`src/sfrp_pkg.sv`:
```
// Shared types and constants for the sensor frame record parser.
package sfrp_pkg;

	localparam logic [7:0] MARK_BYTE = 8'hFF;

	localparam logic [1:0] KIND_HEADER = 2'd0;
	localparam logic [1:0] KIND_RECORD = 2'd1;
	localparam logic [1:0] KIND_END    = 2'd2;
	localparam logic [1:0] KIND_ERROR  = 2'd3;

	// Width of the packed result payload, rounded up to whole bytes.
	localparam int OUT_DATA_W = 64;

	// Commands from the controller to the datapath.
	typedef struct packed {
		logic       capture;    // register the accepted input group
		logic       div_start;  // load the divider with code minus one
		logic       div_step;   // one quotient bit
		logic       load;       // write the output register
		logic [1:0] kind;       // kind of the result being written
	} sfrp_cmd_t;

	// Status from the datapath to the controller.
	typedef struct packed {
		logic marker;     // captured group is FF FF FF
		logic rec_bad;    // code zero or no ROI count known
		logic div_done;   // the divider is on its last step
		logic out_free;   // the output register can take a result
	} sfrp_sts_t;

endpackage

```
`src/sfrp_dp.sv`:
```
// Datapath: input group register, ROI count, 8-bit iterative divider, output register.
module sfrp_dp (
	input  logic                            clk,
	input  logic                            arst_n,
	input  logic [23:0]                     in_data,
	input  sfrp_pkg::sfrp_cmd_t             cmd,
	output sfrp_pkg::sfrp_sts_t             sts,
	output logic                            out_valid,
	input  logic                            out_ready,
	output logic [1:0]                      out_kind,
	output logic [sfrp_pkg::OUT_DATA_W-1:0] out_data
);
	import sfrp_pkg::*;

	logic [7:0]  b0_q, b1_q, b2_q;
	logic [7:0]  roi_q;
	logic [7:0]  rem_q, quo_q;
	logic [2:0]  cnt_q;
	logic        valid_q;
	logic [1:0]  kind_q;
	logic [7:0]  act_q, roi_tot_q, sens_q, roi_idx_q;
	logic [11:0] time_q;
	logic [15:0] dist_q;

	logic [8:0]  trial;
	logic        fits;
	logic [11:0] time_scaled;

	assign trial = {rem_q, quo_q[7]};
	assign fits  = (trial >= {1'b0, roi_q});
	// Times ten as eight plus two.
	assign time_scaled = {1'b0, b2_q, 3'b000} + {3'b000, b2_q, 1'b0};

	assign sts.marker   = (b0_q == MARK_BYTE) && (b1_q == MARK_BYTE) && (b2_q == MARK_BYTE);
	assign sts.rec_bad  = (b0_q == 8'd0) || (roi_q == 8'd0);
	assign sts.div_done = (cnt_q == 3'd0);
	assign sts.out_free = !valid_q || out_ready;

	always_ff @(posedge clk) begin
		if (cmd.capture) begin
			b0_q <= in_data[7:0];
			b1_q <= in_data[15:8];
			b2_q <= in_data[23:16];
		end
	end

	always_ff @(posedge clk or negedge arst_n) begin
		if (!arst_n) begin
			roi_q <= 8'd0;
		end else if (cmd.load && (cmd.kind == KIND_HEADER)) begin
			roi_q <= b1_q;
		end
	end

	// Restoring division, most significant quotient bit first.
	always_ff @(posedge clk or negedge arst_n) begin
		if (!arst_n) begin
			cnt_q <= 3'd0;
		end else if (cmd.div_start) begin
			cnt_q <= 3'd7;
		end else if (cmd.div_step) begin
			cnt_q <= cnt_q - 3'd1;
		end
	end

	always_ff @(posedge clk) begin
		if (cmd.div_start) begin
			rem_q <= 8'd0;
			quo_q <= b0_q - 8'd1;
		end else if (cmd.div_step) begin
			if (fits) begin
				rem_q <= 8'(trial - {1'b0, roi_q});
			end else begin
				rem_q <= trial[7:0];
			end
			quo_q <= {quo_q[6:0], fits};
		end
	end

	always_ff @(posedge clk or negedge arst_n) begin
		if (!arst_n) begin
			valid_q <= 1'b0;
		end else if (cmd.load) begin
			valid_q <= 1'b1;
		end else if (out_ready) begin
			valid_q <= 1'b0;
		end
	end

	always_ff @(posedge clk) begin
		if (cmd.load) begin
			kind_q    <= cmd.kind;
			act_q     <= 8'd0;
			roi_tot_q <= 8'd0;
			time_q    <= 12'd0;
			sens_q    <= 8'd0;
			roi_idx_q <= 8'd0;
			dist_q    <= 16'd0;
			case (cmd.kind)
				KIND_HEADER: begin
					act_q     <= b0_q;
					roi_tot_q <= b1_q;
					time_q    <= time_scaled;
				end
				KIND_RECORD: begin
					sens_q    <= quo_q;
					roi_idx_q <= rem_q;
					dist_q    <= {b1_q, b2_q};
				end
				default: begin
				end
			endcase
		end
	end

	assign out_valid = valid_q;
	assign out_kind  = kind_q;
	assign out_data  = {4'd0, dist_q, roi_idx_q, sens_q, time_q, roi_tot_q, act_q};

	a_no_overwrite: assert property (@(posedge clk) disable iff (!arst_n)
		cmd.load |-> (!valid_q || out_ready))
		else $error("result written over one not yet taken");

	a_div_load: assert property (@(posedge clk) disable iff (!arst_n)
		cmd.div_start |=> (cnt_q == 3'd7) && (rem_q == 8'd0))
		else $error("divider not loaded");

	a_rem_range: assert property (@(posedge clk) disable iff (!arst_n)
		(valid_q && (kind_q == KIND_RECORD)) |-> (roi_idx_q < roi_q))
		else $error("ROI index not below ROI count");

endmodule

```
`src/sfrp_ctrl.sv`:
```
// Controller: frame phase tracking and sequencing of capture, divide and output.
module sfrp_ctrl (
	input  logic                clk,
	input  logic                arst_n,
	input  logic                in_valid,
	output logic                in_ready,
	input  sfrp_pkg::sfrp_sts_t sts,
	output sfrp_pkg::sfrp_cmd_t cmd
);
	import sfrp_pkg::*;

	typedef enum logic [3:0] {
		ST_TAKE   = 4'b0001,
		ST_DECODE = 4'b0010,
		ST_DIV    = 4'b0100,
		ST_PUT    = 4'b1000
	} state_t;

	typedef enum logic [3:0] {
		PH_IDLE = 4'b0001,
		PH_SKIP = 4'b0010,
		PH_HEAD = 4'b0100,
		PH_REC  = 4'b1000
	} phase_t;

	state_t     state_q, state_d;
	phase_t     phase_q, phase_d;
	logic [1:0] kind_q, kind_d;

	assign in_ready = (state_q == ST_TAKE);

	always_comb begin
		state_d       = state_q;
		phase_d       = phase_q;
		kind_d        = kind_q;
		cmd.capture   = 1'b0;
		cmd.div_start = 1'b0;
		cmd.div_step  = 1'b0;
		cmd.load      = 1'b0;
		cmd.kind      = kind_q;
		case (state_q)
			ST_TAKE: begin
				if (in_valid) begin
					cmd.capture = 1'b1;
					state_d     = ST_DECODE;
				end
			end
			ST_DECODE: begin
				if (phase_q == PH_IDLE) begin
					if (sts.marker) begin
						phase_d = PH_SKIP;
					end
					state_d = ST_TAKE;
				end else if (sts.marker) begin
					phase_d = PH_IDLE;
					kind_d  = KIND_END;
					state_d = ST_PUT;
				end else begin
					case (phase_q)
						PH_SKIP: begin
							phase_d = PH_HEAD;
							state_d = ST_TAKE;
						end
						PH_HEAD: begin
							phase_d = PH_REC;
							kind_d  = KIND_HEADER;
							state_d = ST_PUT;
						end
						default: begin
							if (sts.rec_bad) begin
								kind_d  = KIND_ERROR;
								state_d = ST_PUT;
							end else begin
								kind_d        = KIND_RECORD;
								cmd.div_start = 1'b1;
								state_d       = ST_DIV;
							end
						end
					endcase
				end
			end
			ST_DIV: begin
				cmd.div_step = 1'b1;
				if (sts.div_done) begin
					state_d = ST_PUT;
				end
			end
			ST_PUT: begin
				if (sts.out_free) begin
					cmd.load = 1'b1;
					state_d  = ST_TAKE;
				end
			end
			default: begin
				state_d = ST_TAKE;
			end
		endcase
	end

	always_ff @(posedge clk or negedge arst_n) begin
		if (!arst_n) begin
			state_q <= ST_TAKE;
			phase_q <= PH_IDLE;
			kind_q  <= KIND_END;
		end else begin
			state_q <= state_d;
			phase_q <= phase_d;
			kind_q  <= kind_d;
		end
	end

	a_take_decode: assert property (@(posedge clk) disable iff (!arst_n)
		(in_valid && in_ready) |=> (state_q == ST_DECODE))
		else $error("accepted group not decoded");

	a_record_via_div: assert property (@(posedge clk) disable iff (!arst_n)
		(cmd.load && (cmd.kind == KIND_RECORD)) |-> $past(state_q == ST_DIV || state_q == ST_PUT))
		else $error("record written without a division");

	a_phase_rec_after_header: assert property (@(posedge clk) disable iff (!arst_n)
		(cmd.load && (cmd.kind == KIND_HEADER)) |-> (phase_q == PH_REC))
		else $error("header written outside the record phase");

endmodule

```
`src/sensor_frame_record_parser.sv`:
```
// Top level of the sensor frame record parser.
//
// Input channel s_*: one request is a 3-byte group from the sensor link.
// A group of FF FF FF opens a frame; the group after it is skipped, the next
// is the header, and each later group is a record until FF FF FF closes the
// frame. Groups outside a frame are dropped.
// Output channel m_*: m_tuser holds the result kind (header, record, frame
// end, record error); m_tdata holds the fields, unused ones zero.
// Each group passes through capture, decode and, for a valid record, an
// 8-bit restoring divider that produces one quotient bit per cycle.
// When a result is written, m_tvalid rises in the same cycle as s_tready
// returns high. The block holds one group at a time: when the receiver
// stalls, a new result waits in the controller until the output register
// is taken, and s_tready stays low meanwhile. Reset clears the frame phase
// to idle, the stored ROI count to zero and the output valid.
module sensor_frame_record_parser (
	input  logic        clk,
	input  logic        arst_n,
	input  logic        s_tvalid,
	output logic        s_tready,
	input  logic [23:0] s_tdata,   // first_byte, second_byte, third_byte
	output logic        m_tvalid,
	input  logic        m_tready,
	output logic [63:0] m_tdata,   // active_sensors, roi_total, measure_time_us,
	                               // sensor_index, roi_index, distance, 4 zero bits
	output logic [1:0]  m_tuser    // kind
);
	import sfrp_pkg::*;

	sfrp_cmd_t cmd;
	sfrp_sts_t sts;

	sfrp_ctrl u_ctrl (
		.clk      (clk),
		.arst_n   (arst_n),
		.in_valid (s_tvalid),
		.in_ready (s_tready),
		.sts      (sts),
		.cmd      (cmd)
	);

	sfrp_dp u_dp (
		.clk       (clk),
		.arst_n    (arst_n),
		.in_data   (s_tdata),
		.cmd       (cmd),
		.sts       (sts),
		.out_valid (m_tvalid),
		.out_ready (m_tready),
		.out_kind  (m_tuser),
		.out_data  (m_tdata)
	);

endmodule
```
`config.mk`:
```
export PLATFORM = sky130hd
export DESIGN_NAME = sensor_frame_record_parser
export DESIGN_NICKNAME = d
export VERILOG_FILES = /design/src/sfrp_pkg.sv /design/src/sfrp_dp.sv /design/src/sfrp_ctrl.sv /design/src/sensor_frame_record_parser.sv
export SDC_FILE = /design/constraint.sdc
export NUM_CORES = 1
export LEC_CHECK = 0
export BUFFER_PORTS_ARGS = -buffer_cell sky130_fd_sc_hd__buf_2
export CORE_ASPECT_RATIO = 0.8
export CORE_MARGIN = 2
export CORE_UTILIZATION = 51
export DETAILED_ROUTE_END_ITERATION = 16
export PLACE_DENSITY_LB_ADDON = 0.1
export SYNTH_ARGS = -nofsm -noshare
export SYNTH_HDL_FRONTEND = slang
export SYNTH_SLANG_ARGS = --single-unit
export TNS_END_PERCENT = 100
```
`constraint.sdc`:
```
create_clock -name clk -period 2.5 [get_ports clk]
set_input_delay 0.25 -clock clk [delete_from_list [all_inputs] [get_ports clk]]
set_output_delay 0.25 -clock clk [all_outputs]
set_load 0.1 [all_outputs]
```
==> results of run 1 <==
## worst paths after layout
path	to	depth (start not counted)	slack [ns]	startpoint
max	u_dp.time_q[9]$_SDFFCE_PP0P_	8	0.17	u_dp.b2_q[0]$_DFFE_PP_
min	u_dp.b2_q[7]$_DFFE_PP_	1	0.01	s_tdata[23]
max reg2reg	u_dp.time_q[9]$_SDFFCE_PP0P_	8	0.17	u_dp.b2_q[0]$_DFFE_PP_
min reg2reg	u_dp.rem_q[4]$_SDFFE_PP0P_	2	0.50	u_dp.rem_q[4]$_SDFFE_PP0P_
max in group asynchronous	u_ctrl.state_q[3]$_DFFE_PN0P_	2	1.79	arst_n
min in group asynchronous	u_dp.out_valid$_DFFE_PN0P_	2	0.34	arst_n
## through the flow
stage | TNS (ns) | setup WS [ns]
floorplan | -1.405 | -0.1756
global placement | 0 | 0.2607
detailed placement | 0 | 0.1929
CTS | 0 | 0.1544
global route | 0 | 0.04235
finish | 0 | 0.1727
## critical path, delay by kind of cell (launching register included)
kind | cells | cell delay (ns)
AOI/OAI and AO/OA | 4 | 0.75
and+or+nand+nor | 1 | 0.05
DFF | 1 | 0.44
xor gates and xnor gates | 1 | 0.16
adders and majority gates | 2 | 0.67
## logic make-up (layout without fill, tap and decap cells)
logic type	Yosys count	after routing	synth area share [%]
mux	15	15	3.435
flops	123	123	62.51
simple gates	144	144	15.32
fa+ha+maj	21	21	4.951
xor+xnor	18	18	2.810
compound gates	64	64	7.806
other cells	1	5	0.06684
buf+inv	37	162	3.100
## metal layers
layer | share of wire [%] | vias up | global-route usage [%] | routed length (µm)
met4 | 1.5 | 0 | 8.134 | 173
li1 | - | 1764 | - | -
met1 | 48 | 1760 | 30.55 | 5481
met3 | 6.1 | 16 | 5.958 | 691
met5 | 0 | - | 0 | 0
met2 | 44 | 119 | 28.57 | 5009
## what timing repair did
| item | in CTS | in global routing |
|---|---|---|
| hold buffers | 7 | 4 |
| gates resized for setup | 0 | 1 |
| endpoints found under the hold margin | 25 | 4 |
| endpoints found under the setup margin | 0 | 1 |
## layout by cell type (no fill, tap or decap), drive strengths merged, types with 3 or more instances in the layout
master       netlist  final
o21a               3      3
nor2b              5      5
dlygate4sd3        0     11
dfxtp              8      8
ha                19     19
inv               21     22
xor2               7      7
and2              50     50
xnor2             11     11
o31ai              3      3
o21ai             24     24
nor4               3      3
mux2i              5      5
a31oi              3      3
mux2              10     10
nand2             23     23
nor2              23     23
clkinvlp           0      4
a32oi              3      3
nand4              6      6
nand3             11     11
dfrtp             19     19
clkinv             0      6
edfxtp            93     93
buf                8     98
dfstp              3      3
clkbuf             8     17
conb               1      5
a21oi             11     11
bufinv             0      4
nor3               6      6
a21o               3      3
nand2b             4      4
nor4b              5      5
## area by class of cell
class | count | area [µm²]
Clock buffer | 17 | 425.4
Clock inverter | 15 | 198.9
Fill cell | 853 | 3814
Inverter | 21 | 78.83
Multi-Input combinational cell | 267 | 1966
Sequential cell | 123 | 3510
Tap cell | 144 | 180.2
Timing Repair Buffer | 109 | 633.1
## power groups by stage
| stage | Sequential [mW] | Combinational [mW] | Clock [mW] |
|---|---|---|---|
| after detailed placement | 3.14 | 2.82 | 0 |
| after CTS | 3.11 | 2.85 | 2.60 |
| after global routing | 3.17 | 3.14 | 2.70 |
| after global placement | 3.13 | 2.78 | 0 |
| final | 3.11 | 2.85 | 2.56 |
| after floorplan | 3.07 | 2.20 | 0 |
## registers in the layout, summed over array words and instances (netlist names)
name,cells
u_dp.out_kind,2
u_dp.b0_q,8
u_dp.b1_q,8
u_dp.b2_q,8
u_dp.roi_q,8
u_ctrl.state_q,4
u_dp.quo_q,8
u_dp.cnt_q,3
u_dp.rem_q,8
u_dp.sens_q,8
u_dp.roi_idx_q,8
u_dp.out_valid,1
u_dp.roi_tot_q,8
u_ctrl.kind_q,2
u_dp.time_q,11
u_dp.act_q,8
u_dp.dist_q,16
u_ctrl.phase_q,4
==> results.py, run 1 <==
metrics = {
    "status": {
        "status": "completed",
    },
    "power_and_ir_drop": {
        "finalPower_mw": 8.520,
        "p_per_area_nw_per_um2": 1219,
        "switching_power_mw": 2.899,
        "p_leak_nw": 2.861,
        "irDropWorstVdd_mv": 1.030,
        "internal_power_mw": 5.621,
        "combPwrFrac_pct": 33.4,
        "clockPowerShare_pct": 30.1,
        "p_seq_share_pct": 36.5,
        "swShare_pct": 34.03,
    },
    "run": {
        "maxCapViolCount": 0,
    },
    "timing": {
        "setup_viol": 0,
        "grt_setup_unrepaired": "false",
        "finalCritPeriodShare_pct": 93.09,
        "fmax_ghz": 0.4297,
        "hold_viol_final": 0,
        "drv_slew": 0,
        "period_needed_ns": 2.327,
        "worstMarginPinSlew_ns": 0.8807,
        "hold_ws_ns": 0.01056,
        "fin_worst_skew_ns": 0.01034,
        "relSlewSlack_pct": 41.07,
    },
    "synth": {
        "syn_area_per_cell_um2": 13.26,
        "synth_warnings": 0,
        "synth.area.top_cells": "edfxtp_1 50%, dfrtp_1 8.5%, and2_1 5.6%",
        "synth_most_common_cell": "edfxtp_1",
        "syn_area_um2": 5610,
        "ys_types": 62,
        "synth_top_area_share_pct": 49.78,
        "synthFlopType": "edfxtp_1",
        "yosysTopAreaCell": "edfxtp_1",
        "synth_common_cells": "93 x edfxtp_1, 50 x and2_1, 22 x nand2_1, 22 x nor2_1, 21 x inv_1",
        "async_reset_ff_share_pct": 17.89,
        "synth_edf_count": 93,
        "synth-seq-cells": 123,
        "synth-seq-area-share_pct": 62.51,
        "netlist_instances": 423,
    },
    "min_path": {
        "worst_hold_path_type": "in -> reg",
    },
    "place": {
        "hpwl_um": 7928,
        "gp_congestion": 0.8848,
        "portBuffers": 90,
        "placed_cells": 653,
        "dpl_cell_area_um2": 6254,
    },
    "clock_tree": {
        "h-tree-depth": 4,
        "clock_path_buffers": 2,
        "path_clk_slew_ns": 0.05,
        "root_buffer": "clkbuf_16",
        "clock-sinks": 123,
        "insertion_delay_ns": 0.42,
        "cts_tree": "yes",
        "numCtsBuffers": 17,
        "cts_setup_buffers": 0,
    },
    "route": {
        "routed_wirelength_um": 11360,
        "drc_errors": 0,
        "vias_per_cell": 5.257,
        "ant_nets": 0,
        "drtPass1Iterations": 4,
        "routedWlPerCell_um": 16.31,
        "vias": 3659,
        "first_iter_violations": 266,
    },
    "global_route": {
        "antenna_found_initial": 0,
        "grt-ovfl-total": 0,
        "grt_first_pass_wirelength_um": 18300,
        "grt_max_degree": 32,
        "grt_pass1_vias": 3626,
        "grtUsageTotal_pct": 20.56,
    },
    "floorplanning": {
        "start_util_pct": 51.92,
        "fp.dieW_um": 121.3,
        "die_h_um": 97.81,
        "dieArea_um2": 11860,
        "fp.coreArea_um2": 10810,
        "ios": 96,
        "row_count": 34,
    },
    "critical_path": {
        "cp_data_required_time_ns": 2.66,
        "crit_type": "reg -> reg",
        "crit_slowest_cell": "edfxtp_1",
        "critPathCaptureType": "flip-flop",
        "crit_fanout": 4,
        "arrival_ns": 2.49,
        "cpPeakStageDelay_ns": 0.44,
        "startpoint_type": "flip-flop",
        "path_cells": "ha_1 -> fa_1 -> a21o_1 -> a21oi_1 -> o21bai_1 -> a21oi_2 -> xor2_1 -> nor2_1",
    },
    "layout": {
        "fin_util_pct": 64.71,
        "nets": 588,
        "fin_cells": 696,
        "antenna_cells": 0,
        "design_area_um2": 6992,
        "drive_above_1_share_pct": 29.17,
        "synthToLayoutAreaGrowth_pct": 24.62,
    },
}
Power figures use the tool's default switching activity.
==> inputs of run 2 (changes only) <==
--- a/config.mk
+++ b/config.mk
@@ -8,7 +8,7 @@
 export BUFFER_PORTS_ARGS = -buffer_cell sky130_fd_sc_hd__buf_2
 export CORE_ASPECT_RATIO = 0.8
 export CORE_MARGIN = 2
-export CORE_UTILIZATION = 51
+export CORE_UTILIZATION = 45
 export DETAILED_ROUTE_END_ITERATION = 16
 export PLACE_DENSITY_LB_ADDON = 0.1
 export SYNTH_ARGS = -nofsm -noshare
==> results.py, run 2 (synthesis gave the netlist of run 1 again) <==
metrics = {
    "timing": {
        "setup_viol": 0,
        "period_needed_ns": 2.371,
        "fin_worst_skew_ns": 0.006712,
        "hold_viol_final": 0,
        "tns_ns": 0,
        "drv_slew": 0,
        "relSlewSlack_pct": 50.56,
        "grt_setup_unrepaired": "false",
        "fin_ws_ns": 0.1290,
        "fmax_ghz": 0.4218,
        "finalCritPeriodShare_pct": 94.84,
        "worstMarginPinSlew_ns": 0.7313,
    },
    "global_route": {
        "grt-ovfl-total": 0,
        "grt_first_pass_wirelength_um": 19250,
        "grt_max_degree": 40,
        "antenna_found_initial": 0,
        "grt_pass1_vias": 3611,
        "grtUsageTotal_pct": 19.03,
    },
    "layout": {
        "layout_commonest_cell": "edfxtp_1",
        "antenna_cells": 0,
        "drive_above_1_share_pct": 30.00,
        "final_cell_mix": "93 x edfxtp_1, 90 x buf_2, 49 x and2_1",
        "top_regs": "u_dp.dist_q (16), u_dp.time_q (11)",
        "largest_reg_flops": 16,
        "nets": 596,
        "regMostFlops": "u_dp.dist_q",
        "synthToLayoutAreaGrowth_pct": 27.27,
    },
    "floorplanning": {
        "ios": 96,
        "fp.coreArea_um2": 12160,
        "start_util_pct": 46.13,
        "fp.dieW_um": 128.8,
        "row_count": 36,
        "die_h_um": 103.9,
        "dieArea_um2": 13380,
    },
    "clock_tree": {
        "root_buffer": "clkbuf_16",
        "numCtsBuffers": 17,
        "cts_setup_buffers": 0,
        "clock_path_buffers": 2,
        "insertion_delay_ns": 0.42,
        "cts_tree": "yes",
        "clock-sinks": 123,
        "h-tree-depth": 4,
        "path_clk_slew_ns": 0.06,
    },
    "place": {
        "gp_congestion": 0.8186,
        "portBuffers": 90,
        "dp_slack_ns": 0.1143,
        "hpwl_um": 8354,
    },
    "status": {
        "status": "completed",
    },
    "route": {
        "drtPass1Iterations": 4,
        "wl_met1_um": 5902,
        "vias": 3684,
        "vias_per_cell": 5.174,
        "ant_nets": 0,
        "top_layer": "met4",
        "route.met3.wl_um": 552,
        "drc_errors": 0,
        "wl_met2_um": 5364,
        "first_iter_violations": 209,
        "routed_wirelength_um": 11990,
        "routedWlPerCell_um": 16.84,
    },
    "critical_path": {
        "crit_type": "reg -> reg",
        "cpPeakStageDelay_ns": 0.45,
        "crit_slowest_cell": "edfxtp_1",
        "critPathCaptureType": "flip-flop",
        "critPathLaunch": "u_dp.b2_q[0]$_DFFE_PP_",
        "arrival_ns": 2.54,
        "cp_data_required_time_ns": 2.66,
        "startpoint_type": "flip-flop",
        "reg2reg_from": "u_dp.b2_q[0]$_DFFE_PP_",
        "crit_fanout": 4,
        "path_cells": "ha_1 -> fa_1 -> a21o_1 -> a21oi_1 -> o21bai_1 -> a21oi_2 -> xor2_1 -> nor2_1",
    },
    "power_and_ir_drop": {
        "p_leak_nw": 2.941,
        "p_seq_share_pct": 34.7,
        "irDropWorstVdd_mv": 1.006,
        "p_per_area_nw_per_um2": 1244,
        "combPwrFrac_pct": 33.2,
        "clockPowerShare_pct": 32.1,
        "switching_power_mw": 2.984,
        "swShare_pct": 33.60,
        "internal_power_mw": 5.896,
    },
    "run": {
        "maxCapViolCount": 0,
    },
    "min_path": {
        "hp-start": "s_tdata[5]",
        "worst_hold_path_type": "in -> reg",
    },
}
## run 2: path summary, 6_finish.rpt
path / end / slack, ns / depth (start not counted)
worst max-delay path: u_dp.time_q[9]$_SDFFCE_PP0P_ / 0.13 / 8
worst min-delay path: u_dp.b0_q[5]$_DFFE_PP_ / 0.01 / 1
worst max register to register: u_dp.time_q[9]$_SDFFCE_PP0P_ / 0.13 / 8
worst min register to register: u_dp.out_kind[0]$_DFFE_PP_ / 0.50 / 0
max in group asynchronous: u_ctrl.state_q[3]$_DFFE_PN0P_ / 1.77 / 2
min in group asynchronous: u_ctrl.state_q[1]$_DFFE_PN0P_ / 0.35 / 2
## run 2: worst max-delay path, delay by kind of cell (launching register included)
| family | cells | cell delay [ns] |
|---|---|---|
| compound gates | 4 | 0.78 |
| simple gates | 1 | 0.05 |
| xor+xnor | 1 | 0.17 |
| flops | 1 | 0.45 |
| fa+ha+maj | 2 | 0.67 |
## run 2: repair_timing
action / 4_1_cts / 5_1_grt
hold buffers: 12 / 1
hold endpoints to repair: 30 / 1
gates resized for setup: 0 / 1
endpoints found under the setup margin: 0 / 1
## run 2: power groups by stage
stage	logic [mW]	registers, mW	clock network (mW)
finish	2.95	3.08	2.85
global placement	2.88	3.11	0
global route	3.26	3.14	2.99
CTS	2.96	3.08	2.90
detailed placement	2.93	3.12	0
floorplan	2.20	3.07	0
## run 2: area by class of cell
type	count	area, µm²
Clock buffer	17	425.4
Clock inverter	15	260.3
Fill cell	981	5021
Inverter	21	78.83
Multi-Input combinational cell	267	1966
Sequential cell	123	3510
Tap cell	152	190.2
Timing Repair Buffer	117	710.7
## run 2: layer usage
| metal | GRT usage, % | up-vias |
|---|---|---|
| li1 | - | 1778 |
| met1 | 27.96 | 1794 |
| met2 | 27.44 | 94 |
| met3 | 5.195 | 18 |
| met4 | 6.211 | 0 |
| met5 | 0 | - |
## run 2: per-stage QoR
stage                     instances  total power, mW  hold slack (ns)  util (%)  cell area [µm²]
final                           712            8.880          0.01484     58.71             7141
after floorplan                 427            5.273         -0.04559         -             5645
after detailed placement        667            6.046           0.2609     51.98             6321
after CTS                       711            8.942         0.001645     58.60             7127
after global placement          667            5.994           0.2604     51.98             6321
after global routing            712            9.385         0.001994     58.71             7141
